**config.mk**
```make
export PLATFORM = sky130hd
export DESIGN_NAME = number_to_ascii_formatter_flat
export DESIGN_NICKNAME = d
export VERILOG_FILES = /design/src/hdl/nta_pkg.sv /design/src/hdl/nta_req_if.sv /design/src/hdl/nta_rsp_if.sv /design/src/hdl/nta_datapath.sv /design/src/hdl/nta_controller.sv /design/src/hdl/number_to_ascii_formatter.sv /design/src/flat_wrapper.sv
export SDC_FILE = /design/constraint.sdc
export NUM_CORES = 2
export LEC_CHECK = 0
export BUFFER_PORTS_ARGS = -buffer_cell sky130_fd_sc_hd__buf_2
export CAP_MARGIN = 15
export CORE_AREA = 4 4 253 181
export CTS_BUF_LIST = sky130_fd_sc_hd__clkbuf_8
export DETAILED_ROUTE_END_ITERATION = 10
export DIE_AREA = 0 0 257 185
export PLACE_DENSITY_LB_ADDON = 0.1
export SYNTH_ARGS = -nofsm -noshare
export SYNTH_HDL_FRONTEND = slang
export SYNTH_SLANG_ARGS = --single-unit
```
**constraint.sdc**
```tcl
create_clock -name clock -period 7.45 [get_ports clock]
set_input_delay 0.745 -clock clock [delete_from_list [all_inputs] [get_ports clock]]
set_output_delay 0.745 -clock clock [all_outputs]
set_load 0.02 [all_outputs]
```
**src/hdl/nta_pkg.sv**
```systemverilog
// ----------------------------------------------------------------------------
// nta_pkg
// Shared types, constants and helpers for the number to ascii formatter.
// ----------------------------------------------------------------------------
`default_nettype none

package nta_pkg;

   // format selector codes
   typedef enum logic [1:0] {
      FMT_UDEC = 2'd0,
      FMT_SDEC = 2'd1,
      FMT_HEX  = 2'd2,
      FMT_Q16  = 2'd3
   } fmt_type;

   localparam int unsigned DigitDepth = 10;
   localparam int unsigned CountWidth = $clog2(DigitDepth + 1);

   // divide by ten as multiply by reciprocal, then shift
   localparam logic [31:0] Recip10   = 32'hCCCC_CCCD;
   localparam int unsigned QuotWidth = 29;

   localparam logic [13:0] FracScale = 14'd10000;

   localparam logic [6:0] CHAR_ZERO  = 7'h30;
   localparam logic [6:0] CHAR_MINUS = 7'h2D;
   localparam logic [6:0] CHAR_DOT   = 7'h2E;
   localparam logic [6:0] CHAR_X     = 7'h78;
   localparam logic [6:0] CHAR_HEXA  = 7'h37;

   // source of the character loaded into the output word
   typedef enum logic [2:0] {
      SEL_MINUS,
      SEL_DOT,
      SEL_ZERO,
      SEL_X,
      SEL_DIGIT,
      SEL_HEX
   } char_sel_type;

   typedef struct packed {
      logic         load;
      logic         mul;
      logic         div;
      logic         frac;
      logic         emit;
      char_sel_type sel;
      logic         last;
   } nta_cmd_type;

   typedef struct packed {
      fmt_type               func;
      logic                  neg;
      logic                  q_zero;
      logic [CountWidth-1:0] count;
   } nta_status_type;

   function automatic logic [6:0] hex_char(input logic [3:0] nib);
      logic [6:0] base;
      base = (nib > 4'd9) ? CHAR_HEXA : CHAR_ZERO;
      return base + {3'b000, nib};
   endfunction

endpackage

`default_nettype wire

```
**src/hdl/nta_req_if.sv**
```systemverilog
// ----------------------------------------------------------------------------
// nta_req_if
// Request channel: format selector and 32-bit value with valid/ready.
// ----------------------------------------------------------------------------
`default_nettype none

interface nta_req_if;
   logic        valid;
   logic        ready;
   logic [1:0]  func;
   logic [31:0] value;

   modport source (output valid, output func, output value, input ready);
   modport sink   (input valid, input func, input value, output ready);
endinterface

`default_nettype wire

```
**src/hdl/nta_rsp_if.sv**
```systemverilog
// ----------------------------------------------------------------------------
// nta_rsp_if
// Response channel: one ascii character per word with a last flag.
// ----------------------------------------------------------------------------
`default_nettype none

interface nta_rsp_if;
   logic       valid;
   logic       ready;
   logic [6:0] text_char;
   logic       last_char;

   modport source (output valid, output text_char, output last_char, input ready);
   modport sink   (input valid, input text_char, input last_char, output ready);
endinterface

`default_nettype wire

```
**src/hdl/nta_datapath.sv**
```systemverilog
// ----------------------------------------------------------------------------
// nta_datapath
// Magnitude, divide-by-ten digit extraction, digit store and output word.
// ----------------------------------------------------------------------------
`default_nettype none

module nta_datapath
   import nta_pkg::*;
(
   input  wire logic           clock,
   input  wire logic           reset,
   input  wire logic [1:0]     req_func,
   input  wire logic [31:0]    req_value,
   input  wire nta_cmd_type    cmd,
   output nta_status_type      status,
   output logic [6:0]          rsp_text_char,
   output logic                rsp_last_char
);

   fmt_type               func_ff, func_in;
   logic                  neg_ff, neg_in;
   logic [15:0]           frac_ff, frac_in;
   logic [31:0]           work_ff, work_in;
   logic [QuotWidth-1:0]  quot_ff, quot_in;
   logic [CountWidth-1:0] count_ff, count_in;
   logic [3:0]            digit_store_ff [DigitDepth];
   logic [6:0]            char_ff, char_in;
   logic                  last_ff, last_in;

   logic [31:0]           mag;
   logic                  req_neg;
   logic [63:0]           prod;
   logic [29:0]           frac_prod;
   logic [3:0]            rem;
   logic [CountWidth-1:0] rd_idx;
   logic [3:0]            rd_digit;

   always_comb begin
      req_neg   = req_func[0] & req_value[31];
      mag       = req_neg ? (32'd0 - req_value) : req_value;
      prod      = 64'(work_ff) * 64'(Recip10);
      frac_prod = 30'(frac_ff) * 30'(FracScale);
      rem       = work_ff[3:0] - 4'(quot_ff[3:0] * 4'd10);
      rd_idx    = count_ff - CountWidth'(1);
      rd_digit  = digit_store_ff[rd_idx];
   end

   always_comb begin
      func_in  = func_ff;
      neg_in   = neg_ff;
      frac_in  = frac_ff;
      work_in  = work_ff;
      quot_in  = quot_ff;
      count_in = count_ff;
      char_in  = char_ff;
      last_in  = last_ff;
      if (cmd.load) begin
         func_in  = fmt_type'(req_func);
         neg_in   = req_neg;
         frac_in  = mag[15:0];
         work_in  = (fmt_type'(req_func) == FMT_Q16) ? {16'd0, mag[31:16]} : mag;
         count_in = '0;
      end
      if (cmd.mul) begin
         quot_in = prod[63:63-QuotWidth+1];
      end
      if (cmd.div) begin
         work_in  = 32'(quot_ff);
         count_in = count_ff + CountWidth'(1);
      end
      if (cmd.frac) begin
         work_in  = {18'd0, frac_prod[29:16]};
         count_in = '0;
      end
      if (cmd.emit) begin
         last_in = cmd.last;
         case (cmd.sel)
            SEL_MINUS: char_in = CHAR_MINUS;
            SEL_DOT:   char_in = CHAR_DOT;
            SEL_ZERO:  char_in = CHAR_ZERO;
            SEL_X:     char_in = CHAR_X;
            SEL_DIGIT: begin
               char_in  = CHAR_ZERO + {3'b000, rd_digit};
               count_in = rd_idx;
            end
            SEL_HEX: begin
               char_in  = hex_char(work_ff[31:28]);
               work_in  = {work_ff[27:0], 4'd0};
               count_in = count_ff + CountWidth'(1);
            end
            default: char_in = CHAR_ZERO;
         endcase
      end
   end

   always_ff @(posedge clock) begin
      if (reset) begin
         count_ff <= '0;
         work_ff  <= '0;
      end else begin
         count_ff <= count_in;
         work_ff  <= work_in;
      end
   end

   always_ff @(posedge clock) begin
      func_ff <= func_in;
      neg_ff  <= neg_in;
      frac_ff <= frac_in;
      quot_ff <= quot_in;
      char_ff <= char_in;
      last_ff <= last_in;
      if (cmd.div) begin
         digit_store_ff[count_ff] <= rem;
      end
   end

   assign status.func   = func_ff;
   assign status.neg    = neg_ff;
   assign status.q_zero = (quot_ff == '0);
   assign status.count  = count_ff;

   assign rsp_text_char = char_ff;
   assign rsp_last_char = last_ff;

endmodule

`default_nettype wire

```
**src/hdl/nta_controller.sv**
```systemverilog
// ----------------------------------------------------------------------------
// nta_controller
// Sequencer for sign, digit extraction, prefix and character output.
// ----------------------------------------------------------------------------
`default_nettype none

module nta_controller
   import nta_pkg::*;
(
   input  wire logic           clock,
   input  wire logic           reset,
   input  wire logic           req_valid,
   output logic                req_ready,
   output logic                rsp_valid,
   input  wire logic           rsp_ready,
   input  wire nta_status_type status,
   output nta_cmd_type         cmd
);

   typedef enum logic [3:0] {
      ST_IDLE,
      ST_DISPATCH,
      ST_SIGN,
      ST_MUL,
      ST_DIV,
      ST_DIGITS,
      ST_DOT,
      ST_FRAC,
      ST_PFX0,
      ST_PFXX,
      ST_HEX
   } state_type;

   state_type state_ff, state_in;
   logic      valid_ff, valid_in;
   logic      frac_phase_ff, frac_phase_in;
   logic      slot_free;

   localparam logic [CountWidth-1:0] CountOne   = CountWidth'(1);
   localparam logic [CountWidth-1:0] CountFrac  = CountWidth'(3);
   localparam logic [CountWidth-1:0] CountHexLs = CountWidth'(7);

   always_comb begin
      slot_free     = !valid_ff || rsp_ready;
      state_in      = state_ff;
      frac_phase_in = frac_phase_ff;
      cmd           = '0;
      cmd.sel       = SEL_ZERO;
      case (state_ff)
         ST_IDLE: begin
            if (req_valid) begin
               cmd.load      = 1'b1;
               frac_phase_in = 1'b0;
               state_in      = ST_DISPATCH;
            end
         end
         ST_DISPATCH: begin
            if (status.func == FMT_HEX) begin
               state_in = ST_PFX0;
            end else if (status.neg) begin
               state_in = ST_SIGN;
            end else begin
               state_in = ST_MUL;
            end
         end
         ST_SIGN: begin
            if (slot_free) begin
               cmd.emit = 1'b1;
               cmd.sel  = SEL_MINUS;
               state_in = ST_MUL;
            end
         end
         ST_MUL: begin
            cmd.mul  = 1'b1;
            state_in = ST_DIV;
         end
         ST_DIV: begin
            cmd.div = 1'b1;
            if (frac_phase_ff) begin
               state_in = (status.count == CountFrac) ? ST_DIGITS : ST_MUL;
            end else begin
               state_in = status.q_zero ? ST_DIGITS : ST_MUL;
            end
         end
         ST_DIGITS: begin
            if (slot_free) begin
               cmd.emit = 1'b1;
               cmd.sel  = SEL_DIGIT;
               cmd.last = (status.count == CountOne) &&
                          (frac_phase_ff || status.func != FMT_Q16);
               if (status.count == CountOne) begin
                  if (status.func == FMT_Q16 && !frac_phase_ff) begin
                     state_in = ST_DOT;
                  end else begin
                     state_in = ST_IDLE;
                  end
               end
            end
         end
         ST_DOT: begin
            if (slot_free) begin
               cmd.emit = 1'b1;
               cmd.sel  = SEL_DOT;
               state_in = ST_FRAC;
            end
         end
         ST_FRAC: begin
            cmd.frac      = 1'b1;
            frac_phase_in = 1'b1;
            state_in      = ST_MUL;
         end
         ST_PFX0: begin
            if (slot_free) begin
               cmd.emit = 1'b1;
               cmd.sel  = SEL_ZERO;
               state_in = ST_PFXX;
            end
         end
         ST_PFXX: begin
            if (slot_free) begin
               cmd.emit = 1'b1;
               cmd.sel  = SEL_X;
               state_in = ST_HEX;
            end
         end
         ST_HEX: begin
            if (slot_free) begin
               cmd.emit = 1'b1;
               cmd.sel  = SEL_HEX;
               cmd.last = (status.count == CountHexLs);
               if (status.count == CountHexLs) begin
                  state_in = ST_IDLE;
               end
            end
         end
         default: state_in = ST_IDLE;
      endcase
      valid_in = cmd.emit ? 1'b1 : (rsp_ready ? 1'b0 : valid_ff);
   end

   always_ff @(posedge clock) begin
      if (reset) begin
         state_ff      <= ST_IDLE;
         valid_ff      <= 1'b0;
         frac_phase_ff <= 1'b0;
      end else begin
         state_ff      <= state_in;
         valid_ff      <= valid_in;
         frac_phase_ff <= frac_phase_in;
      end
   end

   assign req_ready = (state_ff == ST_IDLE);
   assign rsp_valid = valid_ff;

endmodule

`default_nettype wire

```
**src/hdl/number_to_ascii_formatter.sv**
```systemverilog
// ----------------------------------------------------------------------------
// number_to_ascii_formatter
// Formats a 32-bit value as ascii text, one character per response word.
//
// req_port carries func (0 unsigned decimal, 1 signed decimal, 2 hex with
// 0x prefix, 3 signed Q16.16) and value. One value is taken at a time;
// req_port.ready is high while the sequencer is idle.
// rsp_port returns the text one character per word, last_char set on the
// final character. The character sits in an output register, so the next
// value is accepted while the final character still waits to be taken.
// Decimal digits come from a shared divide-by-ten unit, each digit by a
// reciprocal multiply and then a remainder and store. The first character
// is the 0x prefix for hex and the minus sign for negative values, else
// the leading digit once all digits are stored. Q16.16 text is the integer
// digits, the dot, then the fraction digits.
// A stalled receiver holds the sequencer only in states that emit a character.
// Synchronous reset returns the sequencer to idle and drops rsp valid.
// ----------------------------------------------------------------------------
`default_nettype none

module number_to_ascii_formatter
   import nta_pkg::*;
(
   input  wire logic  clock,
   input  wire logic  reset,
   nta_req_if.sink    req_port,
   nta_rsp_if.source  rsp_port
);

   nta_cmd_type    cmd;
   nta_status_type status;

   nta_controller u_ctrl (
      .clock     (clock),
      .reset     (reset),
      .req_valid (req_port.valid),
      .req_ready (req_port.ready),
      .rsp_valid (rsp_port.valid),
      .rsp_ready (rsp_port.ready),
      .status    (status),
      .cmd       (cmd)
   );

   nta_datapath u_dp (
      .clock         (clock),
      .reset         (reset),
      .req_func      (req_port.func),
      .req_value     (req_port.value),
      .cmd           (cmd),
      .status        (status),
      .rsp_text_char (rsp_port.text_char),
      .rsp_last_char (rsp_port.last_char)
   );

endmodule

`default_nettype wire
```
**src/flat_wrapper.sv**
```systemverilog
// flat-port wrapper written by rule: the top's interface ports become plain ports
module number_to_ascii_formatter_flat import nta_pkg::*;
  (clock, reset, req_port_valid, req_port_func, req_port_value, req_port_ready, rsp_port_valid, rsp_port_text_char, rsp_port_last_char, rsp_port_ready);
  nta_req_if req_port_i ();
  nta_rsp_if rsp_port_i ();
  input  wire logic clock;
  input  wire logic reset;
  input wire logic [$bits(req_port_i.valid)-1:0] req_port_valid;
  input wire logic [$bits(req_port_i.func)-1:0] req_port_func;
  input wire logic [$bits(req_port_i.value)-1:0] req_port_value;
  output wire logic [$bits(req_port_i.ready)-1:0] req_port_ready;
  output wire logic [$bits(rsp_port_i.valid)-1:0] rsp_port_valid;
  output wire logic [$bits(rsp_port_i.text_char)-1:0] rsp_port_text_char;
  output wire logic [$bits(rsp_port_i.last_char)-1:0] rsp_port_last_char;
  input wire logic [$bits(rsp_port_i.ready)-1:0] rsp_port_ready;
  assign req_port_i.valid = req_port_valid;
  assign req_port_i.func = req_port_func;
  assign req_port_i.value = req_port_value;
  assign req_port_ready = req_port_i.ready;
  assign rsp_port_valid = rsp_port_i.valid;
  assign rsp_port_text_char = rsp_port_i.text_char;
  assign rsp_port_last_char = rsp_port_i.last_char;
  assign rsp_port_i.ready = rsp_port_ready;
  number_to_ascii_formatter u_core (.clock(clock), .reset(reset), .req_port(req_port_i), .rsp_port(rsp_port_i));
endmodule
```
# Word-level counts from Yosys, hierarchy flattened
# Memory sizes are Yosys's and may differ from the RTL's.
# Cells that the tools add are included.
# W data, S select, Z words.
[word_totals] ramBits=40 reg_bits=98 mem_count=1 elab_cells=115 out_inout_bits=10
[mem_list] memory="u_core.u_dp.digit_store_ff" depth=10 word_bits=4 rd=1 rd_ports_with_merged_regs=0 write_ports=1 line="nta_datapath.sv:26" rtl="logic [3:0] digit_store_ff [DigitDepth];"
[op_classes] n_mul=3 n_addsub=6 bitwise=1 muxes=49 eq_ne=30 order_cmp=1 n_reduce_logical=13
[ops] operator="$mux W32" count=7
[ops] operator="$mux W4" count=18
[ops] operator="$mul A32 B32 Y64 const B" count=1
[ops] operator="$pmux W4 S11" count=1
[ops] operator="$pmux W7 S5" count=1
[ops] operator="$sub A1 B32 Y32 const A" count=1
[ops] operator="$logic_not A29 Y1" count=1
[ops] operator="$mul A16 B10 Y26 const B" count=1
[ops] operator="$pmux W4 S6" count=1
[ops] operator="$eq A4 B3 Y1 const B" count=5
[ops] operator="$ne A2 B2 Y1 const B" count=10
[ops] operator="$mux W3" count=5
[ops] operator="$eq A4 B2 Y1 const B" count=3
[ops] operator="$eq A4 B4 Y1 const B" count=3
[ops] operator="$mux W1" count=11
[ops] operator="$mux W5" count=2
[ops] operator="$reduce_and A9 Y1" count=1
[ops] operator="$eq A4 B1 Y1 const B" count=2
[ops] operator="$pmux W4 S2" count=1
[ops] operator="$add A6 B4 Y7" count=1
[ops] operator="$add A6 B4 Y7 const A" count=1
[ops] operator="$eq A2 B2 Y1 const B" count=3
[ops] operator="$eq A3 B3 Y1 const B" count=2
[ops] operator="$add A4 B1 Y4 const B" count=1
[ops] operator="other kinds (15)" count=20

# Logic depth before layout (Yosys ltp)
[logic_depth] word_depth=8 depth_mapped=26

# Cells and area by module
# A second synthesis with hierarchy kept.
[unflattened] hier_cells=2577 hier_area_um2=25963.7
[by_module_without_submodules] mod="nta_datapath" n_inst=1 cells_per_inst=2487 seq_area_each_um2=3603.5 area_per_inst_um2=25329.3
[by_module_without_submodules] mod="nta_controller" n_inst=1 cells_per_inst=90 seq_area_each_um2=120.1 area_per_inst_um2=634.4

# Worst setup path after synthesis
# No wires, ideal clock.
[synth_path] path_kind="reg2reg" start="register u_core.u_dp.work_ff[18]" end="register u_core.u_dp.quot_ff[12] (data pin)" path_buffers=0 synth_period_minus_slack_ps=6995 required_ps=7194 path_stages_with_launch=26 setup_slack_ps=455 t_arrival_ps=6739 cell_sequence="dfxtp_1 -> ha_1 -> inv_1 -> fa_1 -> inv_1 -> fa_1 -> inv_1 -> fa_1 -> inv_1 -> fa_1 -> fa_1 -> fa_1 -> inv_1 -> fa_1 -> inv_1 -> ha_1 -> a21o_1 -> a21o_1 -> a221oi_1 -> o21ai_0 -> a211oi_2 -> a21oi_1 -> o21ai_1 -> a21boi_1 -> or4_1 -> o211a_1"
[synth_between] elab_chain_len=1
[synth_lines] element="start, declared" line="nta_datapath.sv:23" rtl="logic [31:0] work_ff, work_in;"
[synth_lines] element="start signal, assigned" line="nta_datapath.sv:102" rtl="work_ff <= work_in;"
[synth_lines] element="$mul A32 B32 Y64" line="nta_datapath.sv:41" rtl="prod = 64'(work_ff) * 64'(Recip10);"
[synth_lines] element="net u_core.u_dp.prod[47]" line="nta_datapath.sv:32" rtl="logic [63:0] prod;"
[synth_lines] element="end signal, assigned" line="nta_datapath.sv:110" rtl="quot_ff <= quot_in;"
[synth_lines] element="end, declared" line="nta_datapath.sv:24" rtl="logic [QuotWidth-1:0] quot_ff, quot_in;"
# The timed path passes the listed nets, and every way through them passes these cells.
# A chain may end at the register's enable or synchronous reset.

# Worst setup path in the final report
[layout_path] start="register u_core.u_dp.work_ff[23]" end="register u_core.u_dp.quot_ff[14] (data pin)"
# Same word-level chain as after synthesis.

==> metrics.yaml <==
setup_path:
  start_kind: "flip-flop"
  worstPathArrival_ns: 7.66
  required_ns: 7.69
  crit_path_end_kind: "flip-flop"
  cp_max_fo: 5
  path_class: "flip-flop to flip-flop"
synth:
  synth-seq-cells: 138
  netlist_area_um2: 25800
  ys_async_sr_fraction: 0
  syn_inst: 2572
  synth_ff_type: "edfxtp_1"
  syn-num-nets: 3460
  syn_area_per_cell_um2: 10.0
  synth_seq_area_share: 0.144
  yosysUniqueCellTypes: 75
  synth_warnings: 0
  synth_edf_count: 96
global_routing:
  grt_pass1_wl_um: 129000
  overflow: 0
  antenna_found_initial: 3
  grt.total_usage: 0.367
  grt_max_degree: 47
  grt_pass1_vias: 20600
sta:
  skew_ns: 0.0246
  worstMarginPinSlew_ns: 0.952
  period_minus_slack_ns: 7.42
  hold_viol_final: 0
  max_freq_mhz: 135
  fin_crit_sh: 0.996
  tns_ns: 0
  max-slew-margin-rel: 0.362
  setup_viol: 0
  timing.final.max_slew_violations: 0
cells_and_area:
  fin_nets: 3654
  area_growth_pct: 10.5
  utilization: 0.658
  drive_gt1_frac: 0.117
  n_antenna_cell: 0
clock_tree:
  cts_buffer_depth: 2
  cts_root_buffer: "clkbuf_8"
  cts_sinks: 138
  cts_tree: "yes"
  clk_latency_ns: 0.50
  htree_levels: 4
  cts_made_buffers: 17
  clkTransAtPathRegs_ns: 0.10
  ctsHoldBuffers: 0
place:
  hpwl_um: 74300
  portBuffers: 47
  gp_congestion: 1.04
detailed_routing:
  drcViolationCount: 0
  routed_wirelength_um: 84200
  dr.pass1.iters: 5
  ant_nets: 0
  wl_per_cell_um: 25.0
  drtIter0Drc: 2031
  num_vias: 19700
  viasPerCell: 5.85
floorplanning:
  die_area_um2: 47500
  die_h_um: 185
  dieWidth_um: 257
  row_count: 64
  initial_core_util: 0.595
  core_um2: 43300
  ios: 48
worst_hold_path:
  hold_class: "input pin to flip-flop"
run_status:
  status: "completed"
job:
  max_cap_violations: 0
-- Yosys cell counts, drive strengths merged, types with 13 or more instances --
cell type | number | area, um^2
a211oi | 23 | 178
a21o | 43 | 323
a21oi | 101 | 505
a221o | 15 | 150
and3 | 18 | 113
clkbuf | 48 | 180
dfxtp | 42 | 841
edfxtp | 96 | 2880
fa | 422 | 8450
ha | 428 | 5360
inv | 645 | 2420
nand2 | 109 | 412
nand3 | 22 | 110
nand4 | 16 | 115
nor2 | 96 | 360
nor2b | 19 | 119
nor3 | 30 | 161
nor4 | 18 | 113
o211ai | 16 | 120
o21a | 13 | 97.6
o21ai | 76 | 380
xnor2 | 63 | 552
xor2 | 55 | 482
-- timing repair --
action / in CTS / in global routing
gates resized for setup: 3 / 49
pin swaps: 0 / 3
setup buffers: 0 / 1
cloned: 0 / 0
setup endpoints to repair: 10 / 22
-- metal layers --
metal | up-vias | track usage | share of wire
met5 | - | 0 | 0.00040
met3 | 110 | 0.123 | 0.13
met4 | 6 | 0.0593 | 0.018
met1 | 9840 | 0.563 | 0.45
li1 | 8737 | - | -
met2 | 1048 | 0.515 | 0.40
-- placed cells by master, fill, tap and decap left out, drive strengths merged, types with 6 or more instances in the layout --
cell	count
a211oi	23
a21o	43
a21oi	101
a221o	15
a221oi	6
a31oi	8
and2	12
and3	18
buf	231
clkbuf	17
dfxtp	42
edfxtp	96
fa	422
ha	428
inv	654
mux2i	12
mux4	8
nand2	109
nand2b	11
nand3	22
nand4	16
nor2	96
nor2b	19
nor3	30
nor4	18
o211ai	16
o21a	13
o21ai	76
o221ai	6
o22ai	8
o31ai	8
xnor2	63
xor2	55
-- cells by family after synthesis --
| group | after synthesis | share of synthesized area |
|---|---|---|
| flip-flops | 138 | 0.144 |
| XOR/XNOR | 118 | 0.0401 |
| AO/OA/AOI/OAI | 371 | 0.0954 |
| buffers and inverters | 702 | 0.103 |
| AND/OR/NAND/NOR | 372 | 0.0702 |
| adder cells (fa/ha/maj) | 850 | 0.535 |
| multiplexers | 21 | 0.0121 |
-- metrics by stage --
stage | cell area, um^2 | worst slack, ns | hold slack [ns] | cells
floorplan | 25800 | 0.455 | 0.504 | 2572
global placement | 27900 | 0.00285 | 0.548 | 3340
detailed placement | 27900 | -0.0239 | 0.550 | 3340
CTS | 28400 | 0.0428 | 0.455 | 3372
global route | 28500 | -0.162 | 0.453 | 3373
finish | 28500 | 0.0326 | 0.484 | 3373
-- layout make-up --
type / count / area (um^2)
Clock buffer: 17 / 234
Timing Repair Buffer: 231 / 1630
Inverter: 646 / 2420
Clock inverter: 15 / 171
Tap cell: 594 / 743
Sequential cell: 138 / 3750
Multi-Input combinational cell: 1732 / 19600
Fill cell: 3502 / 14800
-- worst paths after layout --
check	start	cells past startpoint	end	slack (ns)
setup reg to reg	u_core.u_dp.work_ff[23]	21	u_core.u_dp.quot_ff[14]	0.03
setup / recovery	u_core.u_dp.work_ff[23]	21	u_core.u_dp.quot_ff[14]	0.03
hold / removal	req_port_func[1]	1	u_core.u_dp.func_ff[1]	0.48
hold reg to reg	u_core.u_dp.work_ff[22]	2	u_core.u_dp.work_ff[26]	0.59
-- state kept, by name (all words and copies together) (netlist names) --
register	cells
u_core.u_dp.digit_store_ff	40
u_core.u_ctrl.state_ff	4
u_core.u_ctrl.frac_phase_ff	1
u_core.u_dp.work_ff	32
u_core.u_dp.frac_ff	16
u_core.u_dp.count_ff	4
u_core.u_dp.rsp_last_char	1
u_core.u_dp.rsp_text_char	7
u_core.u_dp.neg_ff	1
u_core.u_ctrl.rsp_valid	1
u_core.u_dp.quot_ff	29
u_core.u_dp.func_ff	2
-- worst max-delay path, cell delays in order, from the launching register on --
cell      delay [ns]
dfxtp_1         0.49
ha_1            0.39
inv_1           0.20
fa_1            0.64
inv_1           0.09
fa_1            0.52
inv_1           0.06
fa_1            0.51
inv_1           0.06
fa_1            0.51
fa_1            0.58
fa_1            0.44
ha_1            0.30
ha_1            0.31
and3_1          0.23
a221o_1         0.35
a31oi_1         0.17
o21ai_1         0.13
or2_2           0.37
a21boi_0        0.45
o21ai_0         0.20
xnor2_1         0.17
Power is left out: the tool's default activity adds up to more than one toggle a clock period on the data nets, which glitch-free logic cannot reach.
